**src/rtl/cstrip_pkg.sv**
```systemverilog
// cstrip_pkg: shared types and character codes for the comment stripper
// scan mode encoding, result and step structs used by cstrip_step and the top level
// no dependencies
package cstrip_pkg;

    localparam logic [7:0] CH_SLASH  = 8'h2F;
    localparam logic [7:0] CH_STAR   = 8'h2A;
    localparam logic [7:0] CH_NL     = 8'h0A;
    localparam logic [7:0] CH_DQUOTE = 8'h22;
    localparam logic [7:0] CH_SQUOTE = 8'h27;
    localparam logic [7:0] CH_BSLASH = 8'h5C;

    typedef enum logic [3:0] {
        MODE_NORMAL     = 4'd0,
        MODE_SLASH      = 4'd1,
        MODE_LINE       = 4'd2,
        MODE_BLOCK      = 4'd3,
        MODE_BLOCK_STAR = 4'd4,
        MODE_DQ         = 4'd5,
        MODE_DQ_ESC     = 4'd6,
        MODE_SQ         = 4'd7,
        MODE_SQ_ESC     = 4'd8
    } scan_mode_t;

    typedef struct packed {
        logic [7:0] out_byte;
        logic       byte_valid;
        logic       end_of_text;
    } result_t;

    typedef struct packed {
        scan_mode_t mode_next;
        logic [1:0] count;
        result_t    res1;
        result_t    res0;
    } step_t;

endpackage

```
**src/rtl/cstrip_step.sv**
```systemverilog
// cstrip_step: next-state table of the comment stripper for one input byte
// gives the next scan mode and up to two results; depends on cstrip_pkg
module cstrip_step
    import cstrip_pkg::*;
(
    input  scan_mode_t mode,
    input  logic [7:0] in_byte,
    input  logic       in_last,
    output step_t      step
);

    scan_mode_t mode_n;
    logic [1:0] cnt;
    logic [7:0] b0;
    logic [7:0] b1;
    logic       v0;
    logic       e0;
    logic       e1;
    logic       do_normal;

    always_comb
    begin
        mode_n    = mode;
        cnt       = 2'd0;
        b0        = 8'h00;
        b1        = 8'h00;
        v0        = 1'b1;
        e0        = 1'b0;
        e1        = 1'b0;
        do_normal = 1'b0;

        case (mode)
            MODE_SLASH:
            begin
                if (in_byte == CH_SLASH)
                    mode_n = MODE_LINE;
                else if (in_byte == CH_STAR)
                    mode_n = MODE_BLOCK;
                else
                begin
                    // release the held slash, then treat the byte as plain text
                    b0        = CH_SLASH;
                    cnt       = 2'd1;
                    do_normal = 1'b1;
                end
            end
            MODE_LINE:
            begin
                if (in_byte == CH_NL)
                begin
                    b0     = in_byte;
                    cnt    = 2'd1;
                    mode_n = MODE_NORMAL;
                end
            end
            MODE_BLOCK:
            begin
                if (in_byte == CH_STAR)
                    mode_n = MODE_BLOCK_STAR;
            end
            MODE_BLOCK_STAR:
            begin
                if (in_byte == CH_SLASH)
                    mode_n = MODE_NORMAL;
                else if (in_byte != CH_STAR)
                    mode_n = MODE_BLOCK;
            end
            MODE_DQ:
            begin
                b0  = in_byte;
                cnt = 2'd1;
                if (in_byte == CH_BSLASH)
                    mode_n = MODE_DQ_ESC;
                else if (in_byte == CH_DQUOTE)
                    mode_n = MODE_NORMAL;
            end
            MODE_DQ_ESC:
            begin
                b0     = in_byte;
                cnt    = 2'd1;
                mode_n = MODE_DQ;
            end
            MODE_SQ:
            begin
                b0  = in_byte;
                cnt = 2'd1;
                if (in_byte == CH_BSLASH)
                    mode_n = MODE_SQ_ESC;
                else if (in_byte == CH_SQUOTE)
                    mode_n = MODE_NORMAL;
            end
            MODE_SQ_ESC:
            begin
                b0     = in_byte;
                cnt    = 2'd1;
                mode_n = MODE_SQ;
            end
            default:
            begin
                do_normal = 1'b1;
            end
        endcase

        if (do_normal)
        begin
            if (in_byte == CH_SLASH)
                mode_n = MODE_SLASH;
            else
            begin
                if (cnt == 2'd0)
                    b0 = in_byte;
                else
                    b1 = in_byte;
                cnt = cnt + 2'd1;
                if (in_byte == CH_DQUOTE)
                    mode_n = MODE_DQ;
                else if (in_byte == CH_SQUOTE)
                    mode_n = MODE_SQ;
                else
                    mode_n = MODE_NORMAL;
            end
        end

        if (in_last)
        begin
            // a slash still held at the end goes out as a character
            if (mode_n == MODE_SLASH)
            begin
                if (cnt == 2'd0)
                    b0 = CH_SLASH;
                else
                    b1 = CH_SLASH;
                cnt = cnt + 2'd1;
            end
            mode_n = MODE_NORMAL;
            if (cnt == 2'd0)
            begin
                // bare end mark
                cnt = 2'd1;
                b0  = 8'h00;
                v0  = 1'b0;
                e0  = 1'b1;
            end
            else if (cnt == 2'd1)
                e0 = 1'b1;
            else
                e1 = 1'b1;
        end
    end

    always_comb
    begin
        step.mode_next        = mode_n;
        step.count            = cnt;
        step.res0.out_byte    = b0;
        step.res0.byte_valid  = v0;
        step.res0.end_of_text = e0;
        step.res1.out_byte    = b1;
        step.res1.byte_valid  = 1'b1;
        step.res1.end_of_text = e1;
    end

endmodule

```
**src/rtl/comment_stripper.sv**
```systemverilog
// comment_stripper: top level, input register, scan mode register and result pair buffer
// depends on cstrip_pkg and cstrip_step
//
// Strips C-style comments from a byte stream. Each request carries one source byte in
// s_axis_tdata and the end-of-text flag in s_axis_tlast. Results carry the kept byte in
// m_axis_tdata, byte_valid in m_axis_tuser (0 only on a bare end mark) and end_of_text in
// m_axis_tlast. A byte passes from the input register through the next-state table into a
// two-entry result buffer. Both are registers, and a byte moves into the buffer only once
// the buffer can take its results. One byte is taken per cycle while each byte yields at most
// one result and the master side is ready; a byte that yields two results (a held slash
// released ahead of the byte that follows it) holds the input side until the buffer has room,
// since the result buffer drains one result per cycle while m_axis_tready is high. Bytes that
// yield nothing (inside comments) also go at one per cycle.
module comment_stripper
    import cstrip_pkg::*;
(
    input  logic       clk,
    input  logic       rst_n,
    input  logic       s_axis_tvalid,
    output logic       s_axis_tready,
    input  logic [7:0] s_axis_tdata,   // [7:0] in_byte
    input  logic       s_axis_tlast,   // in_last
    output logic       m_axis_tvalid,
    input  logic       m_axis_tready,
    output logic [7:0] m_axis_tdata,   // [7:0] out_byte
    output logic       m_axis_tuser,   // [0] byte_valid
    output logic       m_axis_tlast    // end_of_text
);

    logic       in_valid_reg;
    logic       in_valid_next;
    logic [7:0] in_byte_reg;
    logic       in_last_reg;
    scan_mode_t mode_reg;
    scan_mode_t mode_next;
    logic [1:0] cnt_reg;
    logic [1:0] cnt_next;
    result_t    res0_reg;
    result_t    res0_next;
    result_t    res1_reg;
    result_t    res1_next;

    step_t      step;
    logic       pop;
    logic       load_ok;
    logic       process;
    logic       s_accept;

    cstrip_step u_step (
        .mode    (mode_reg),
        .in_byte (in_byte_reg),
        .in_last (in_last_reg),
        .step    (step)
    );

    assign pop      = m_axis_tvalid && m_axis_tready;
    // buffer can take a new pair once it is empty after this cycle
    assign load_ok  = (cnt_reg == 2'd0) || ((cnt_reg == 2'd1) && m_axis_tready);
    assign process  = in_valid_reg && load_ok;
    assign s_axis_tready = !in_valid_reg || load_ok;
    assign s_accept = s_axis_tvalid && s_axis_tready;

    assign m_axis_tvalid = (cnt_reg != 2'd0);
    assign m_axis_tdata  = res0_reg.out_byte;
    assign m_axis_tuser  = res0_reg.byte_valid;
    assign m_axis_tlast  = res0_reg.end_of_text;

    always_comb
    begin
        in_valid_next = in_valid_reg;
        if (s_accept)
            in_valid_next = 1'b1;
        else if (process)
            in_valid_next = 1'b0;

        mode_next = mode_reg;
        if (process)
            mode_next = step.mode_next;

        cnt_next  = cnt_reg;
        res0_next = res0_reg;
        res1_next = res1_reg;
        if (process)
        begin
            cnt_next  = step.count;
            res0_next = step.res0;
            res1_next = step.res1;
        end
        else if (pop)
        begin
            cnt_next  = cnt_reg - 2'd1;
            res0_next = res1_reg;
        end
    end

    always_ff @(posedge clk or negedge rst_n)
    begin
        if (!rst_n)
        begin
            in_valid_reg <= 1'b0;
            mode_reg     <= MODE_NORMAL;
            cnt_reg      <= 2'd0;
        end
        else
        begin
            in_valid_reg <= in_valid_next;
            mode_reg     <= mode_next;
            cnt_reg      <= cnt_next;
        end
    end

    always_ff @(posedge clk)
    begin
        if (s_accept)
        begin
            in_byte_reg <= s_axis_tdata;
            in_last_reg <= s_axis_tlast;
        end
        res0_reg <= res0_next;
        res1_reg <= res1_next;
    end

endmodule
```
**config.mk**
```make
export PLATFORM = sky130hd
export DESIGN_NAME = comment_stripper
export DESIGN_NICKNAME = d
export VERILOG_FILES = /design/src/rtl/cstrip_pkg.sv /design/src/rtl/cstrip_step.sv /design/src/rtl/comment_stripper.sv
export SDC_FILE = /design/constraint.sdc
export NUM_CORES = 1
export LEC_CHECK = 0
export BUFFER_PORTS_ARGS = -buffer_cell sky130_fd_sc_hd__buf_2
export CORE_MARGIN = 3
export CORE_UTILIZATION = 60
export DETAILED_ROUTE_END_ITERATION = 8
export PLACE_DENSITY = 0.82
export REMOVE_ABC_BUFFERS = 1
export SYNTH_ARGS = -nofsm -noshare
export SYNTH_HDL_FRONTEND = slang
export SYNTH_SLANG_ARGS = --single-unit
```
**constraint.sdc**
```tcl
create_clock -name clk -period 9.4 [get_ports clk]
set_input_delay 1.88 -clock clk [delete_from_list [all_inputs] [get_ports clk]]
set_output_delay 1.88 -clock clk [all_outputs]
set_load 0.02 [all_outputs]
```
==> flow_summary.ini, run 1 <==
[final_layout]
multi_input_area_um2 = 1030
largest_reg_flops = 9
nFillCells = 242
syn_to_final_growth_pct = 10.8
nets = 248
design_area_um2 = 2350
ff_latch_area_um2 = 1020
drive_gt1_share_pct = 17.2
antenna_cells = 0

[worst_setup_path]
r2r-start = in_byte_reg[1]
path_common_cell = buf_2
slowest_delay_ns = 0.17
worstPathArrival_ns = 2.44
start_kind = input pin
cp_max_fo = 3
rr_worst_depth = 11
cp-startpoint = m_axis_tready
path_cells = buf_2 -> a21oi_1 -> nand2_1 -> buf_2
critPathRequiredTime_ns = 7.52
end_kind = output port
crit_type = in -> out
cp_slowest_cell = a21oi_1

[clocking]
cts_resized = 0
clock-root-buffer = clkbuf_4
cts.clk_slew.worst_paths_ns = 0.10
post_cts_buffers = 0
cts_buffers = 5
clock_latency_ns = 0.34
cts_hold_buffers = 0
clockBufferDepth = 2
cts_tree = built
cts_max_level = 2
numClockSinks = 35

[synth]
yosys.area_share.adder_pct = 2.36
synth_top_area_share_pct = 39.7
async_reset_ff_share_pct = 20.0
synth_edf_count = 28
synth_top_family_by_area = simple AND/OR/NAND/NOR gates
ys_ff_latch = 35
netlist_area_um2 = 2120
muxShareOfSynthArea_pct = 1.89
seq_area_frac_synth_pct = 47.9
synth-compound-area-share_pct = 20.4
synthSimpleGateAreaFrac_pct = 23.3
synth-xor-area-share_pct = 0.826
synth_cell_types = 52
yosysTopAreaCell = edfxtp_1
ys.flop_type = edfxtp_1
syn-instance-count = 212
ys_top_cells_by_area = edfxtp_1 (40%), dfrtp_1 (8.3%), nand2_1 (6.4%)
yosysWarnings = 0
synth_area_per_cell_um2 = 10.0

[timing]
grt_setup_unrepaired = false
final-setup-viol-count = 0
clock.fmax_mhz = 232
post-route-period-util_pct = 46.0
fin_crit_ns = 4.32
fin_skew_ns = 0.0142
hold_slack_ns = 0.503
slew_viol_final = 0
worst_slew_pin_slew_ns = 0.905
setup_tns_ns = 0
relSlewSlack_pct = 39.6
final-hold-violation-count = 0
setup_slack_ns = 5.08

[placement]
dp_hpwl_um = 3190
gp_congestion = 1.01
port_buffers = 24
place_area_um2 = 2250
place_ws_ns = 5.09

[power_and_ir_drop]
powerDensity_nw_per_um2 = 274
p_total_w = 0.000643
ir_drop_uv = 115
power.leakage_nw = 0.922

[route]
totalWireLength_um = 4520
drt_iter0_drc = 147
drtAntennaViolNets = 0
wire_per_inst_um = 16.4
drc_errors = 0
detailroute.via_count = 1749
first_pass_iters = 4
vias_per_cell = 6.34

[global_route]
grt_pass1_vias = 1699
overflow = 0
grt_pass1_wl_um = 7890
grt_max_degree = 26
antenna_found_initial = 0
grt.total_usage_pct = 23.9

[die]
rows = 20
die_y_um = 65.4
initial_core_util_pct = 66.2
ios = 25
die-area_um2 = 4280
die_x_um = 65.4
core_um2 = 3200

[worst_hold_path]
min_from = cnt_reg[1]
whs_path_depth = 2
worstHoldPathType = reg -> reg

[flow_run]
maxCapViolations = 0

[status]
outcome = complete, no violations
## per-stage QoR
step / std cells / util (%)
detailed placement: 268 / 70.2
finish: 276 / 73.3
global route: 276 / 73.3
global placement: 268 / 70.2
CTS: 276 / 73.3
floorplan: 200 / -
## cell families after synthesis
kind of cell	after synthesis
and+or+nand+nor	92
AOI/OAI and AO/OA	57
DFF	35
buffers and inverters	18
muxes	4
adders and majority gates	4
xor gates and xnor gates	2
## cells in the mapped netlist (6+ instances only)
library cell	count
clkbuf_1	10
o21ai_0	10
dfrtp_1	7
a22o_1	7
nor2_1	8
nand2_1	36
nor2b_1	6
edfxtp_1	28
inv_1	6
and2_1	7
a21oi_1	14
nand3_1	6
## where the power goes
group / internal, W / switching (W) / leakage (nW)
Clock: 0.0000830 / 0.0000496 / 0.0525
Sequential: 0.000242 / 0.0000339 / 0.362
Combinational: 0.0000816 / 0.000153 / 0.507
Total: 0.000407 / 0.000236 / 0.922
## area by class of cell
type                       count  area share (%)
multi-input combinational    159            44.0
timing repair buffer          24            5.11
inverter                       6           0.959
tap                           44            2.34
sequential                    35            43.3
clock buffer                   6            1.76
clock inverter                 2            2.56
## cell usage in the layout, fill, tap and decap left out, types with 4 or more instances in the layout
cell type	n
o21ai_1	4
ha_1	4
inv_1	6
edfxtp_1	28
mux2i_1	4
a21oi_1	14
dfrtp_1	7
buf_2	24
o21ai_0	10
and2_1	7
nand2_1	36
nand3_1	6
nor2b_1	6
clkbuf_4	5
nor2_1	8
a22o_1	7
## critical path: cells and delay by family
kind	cells	cell delay, ns
buf+inv	2	0.27
compound gates	1	0.17
simple gates	1	0.11
## layer usage
metal  part of all wire (%)  track usage, %
met1                     41            29.4
met2                     50            41.7
met3                    7.4            5.47
met4                    1.8            6.99
met5                      0               0
## path summary, 6_finish.rpt
path / endpoint / slack [ns]
max: s_axis_tready / 5.08
min: cnt_reg[1] / 0.50
max reg2reg: m_axis_tuser / 5.40
min reg2reg: cnt_reg[1] / 0.50
max in group asynchronous: cnt_reg[0] / 7.90
min in group asynchronous: mode_reg[3] / 1.35
No activity file was read; power rests on OpenSTA's default activity.
==> inputs of run 2 (changes only) <==
--- a/config.mk
+++ b/config.mk
@@ -7,9 +7,9 @@
 export LEC_CHECK = 0
 export BUFFER_PORTS_ARGS = -buffer_cell sky130_fd_sc_hd__buf_2
 export CORE_MARGIN = 3
-export CORE_UTILIZATION = 60
+export CORE_UTILIZATION = 52
 export DETAILED_ROUTE_END_ITERATION = 8
-export PLACE_DENSITY = 0.82
+export PLACE_DENSITY = 0.75
 export REMOVE_ABC_BUFFERS = 1
 export SYNTH_ARGS = -nofsm -noshare
 export SYNTH_HDL_FRONTEND = slang
==> constraint.sdc (replaced) <==
create_clock -name clk -period 3.5 [get_ports clk]
set_input_delay 0.7 -clock clk [delete_from_list [all_inputs] [get_ports clk]]
set_output_delay 0.7 -clock clk [all_outputs]
set_load 0.02 [all_outputs]
==> run 2 against run 1 <==
Compared with the run above: die area up 14%; combinational power rose to 2.8 times the previous value; design area up 1.4%; clock skew down 0.0047 ns; utilization down 11 points; wire length down 3.1%; sequential share of layout area down 0.61 points; sequential power rose to 2.6 times the previous value; power rose to 2.6 times the previous value; global-route usage down 4.6 points; critical path depth up 7; setup slack worse by 4.8 ns.
==> flow_summary.ini, run 2 (synthesis gave the netlist of run 1 again) <==
[final_layout]
drive_gt1_share_pct = 19.3
syn_to_final_growth_pct = 12.4
largest_reg_flops = 9
nets = 254
mostFrequentLayoutCell = nand2_1
final_cell_mix = nand2_1 (36), edfxtp_1 (28), buf_2 (24)
antenna_cells = 0
final_cell_count_no_fill = 286

[power_and_ir_drop]
pwr-share-clk_pct = 17.1
swShare_pct = 38.6
ir_drop_uv = 327
switchingPower_w = 0.000646
intPower_w = 0.00103
power.leakage_nw = 0.941
comb_power_share_pct = 39.2
pwr-share-seq_pct = 43.7
powerDensity_nw_per_um2 = 702

[global_route]
grt_pass1_vias = 1610
grtUsageMet3_pct = 4.49
antenna_found_initial = 0
overflow = 0
grt_max_degree = 20
use_met1_pct = 25.9
use_met2_pct = 31.2
grt_pass1_wl_um = 7530
grt-busiest-layer = met2
grt.total_usage_pct = 19.3

[die]
core_um2 = 3800
die_y_um = 69.8
rows = 22
die-area_um2 = 4880
die_x_um = 69.8
ios = 25
initial_core_util_pct = 55.8

[timing]
grt_setup_unrepaired = false
fin_crit_ns = 3.23
post-route-period-util_pct = 92.4
fin_skew_ns = 0.00953
worst_slew_pin_slew_ns = 0.613
slew_viol_final = 0
clock.fmax_mhz = 309
final-setup-viol-count = 0
final-hold-violation-count = 0
relSlewSlack_pct = 58.9
setup_tns_ns = 0

[worst_setup_path]
worstSetupEndpoint = m_axis_tuser
start_kind = flop
reg2reg_slack_ns = 0.27
r2r-end = m_axis_tuser
cp_max_fo = 7
r2r-start = in_byte_reg[6]
critPathRequiredTime_ns = 3.54
worstPathArrival_ns = 3.27
cp-startpoint = in_byte_reg[6]
end_kind = flop
crit_type = reg -> reg
rr_worst_depth = 11

[clocking]
cts.clk_slew.worst_paths_ns = 0.08
cts_buffers = 5
clockBufferDepth = 2
cts_tree = built
cts_max_level = 2
clock_latency_ns = 0.29
cts_resized = 0
numClockSinks = 35
clock-root-buffer = clkbuf_8
post_cts_buffers = 0
cts_hold_buffers = 0

[status]
outcome = complete, no violations

[route]
drtAntennaViolNets = 0
totalWireLength_um = 4380
detailroute.via_count = 1701
first_pass_iters = 4
vias_per_cell = 5.95
wire_per_inst_um = 15.3
drc_errors = 0
drt_iter0_drc = 147

[placement]
port_buffers = 24
dpl.cell_count = 278
dp_hpwl_um = 3240
gp_congestion = 0.881

[flow_run]
maxCapViolations = 0

[worst_hold_path]
worstHoldPathType = in -> async
## run 2: cell types whose count changed in the layout (fill, tap and decap cells not counted)
cell and change:
buf_4 +6, bufinv_16 -2, clkbuf_4 -5, clkbuf_8 +5, clkinv_2 +1, clkinvlp_4 +1
## run 2: worst max-delay path, stage by stage (launching register included)
cell      delay, ns
edfxtp_1       0.44
and4bb_2       0.41
nand3_1        0.12
nor2b_1        0.22
nor2b_1        0.17
or2_2          0.29
ha_1           0.27
a21oi_1        0.18
ha_1           0.31
nor2_1         0.20
a31oi_4        0.14
or2_1          0.25
## run 2: power by group through the flow
stage / registers (W) / logic (W) / clock network [W]
finish: 0.000731 / 0.000655 / 0.000287
global route: 0.000750 / 0.000731 / 0.000316
CTS: 0.000731 / 0.000657 / 0.000292
detailed placement: 0.000740 / 0.000654 / 0
global placement: 0.000733 / 0.000647 / 0
floorplan: 0.000801 / 0.000387 / 0
## run 2: worst min-delay path by stage
| stage | startpoint | to | slack (ns) | depth (start not counted) |
|---|---|---|---|---|
| 2_1_floorplan | rst_n | cnt_reg[0] | 0.40 | 0 |
| 4_1_cts | rst_n | mode_reg[3] | 0.22 | 1 |
| 3_5_place_dp | cnt_reg[1] | cnt_reg[1] | 0.49 | 2 |
| 6_report | rst_n | mode_reg[3] | 0.22 | 1 |
| 3_3_place_gp | cnt_reg[1] | cnt_reg[1] | 0.48 | 2 |
| 5_1_grt | rst_n | mode_reg[2] | 0.22 | 1 |
## run 2: final cells by class
type,count,area (um2)
multi-input combinational,159,1030
sequential,35,1020
tap,48,60.1
clock buffer,6,72.6
fill,318,1420
timing repair buffer,30,165
clock inverter,2,12.5
inverter,6,22.5
## run 2: metrics by stage
| step | total power, W | hold WS (ns) | utilization [%] | instance area [um2] | worst slack (ns) |
|---|---|---|---|---|---|
| after floorplan | 0.00119 | 0.404 | - | 2070 | 0.197 |
| after global placement | 0.00138 | 0.481 | 60.5 | 2300 | 0.368 |
| after detailed placement | 0.00139 | 0.493 | 60.5 | 2300 | 0.281 |
| after CTS | 0.00168 | 0.224 | 62.7 | 2380 | 0.260 |
| after global routing | 0.00180 | 0.225 | 62.7 | 2380 | 0.0719 |
| final | 0.00167 | 0.221 | 62.7 | 2380 | 0.265 |
## run 2: metal layers
metal / vias to the layer above / routed length [um]
li1: 844 / -
met5: - / 0
met2: 54 / 2060
met4: 0 / 77
met3: 8 / 237
met1: 795 / 2000
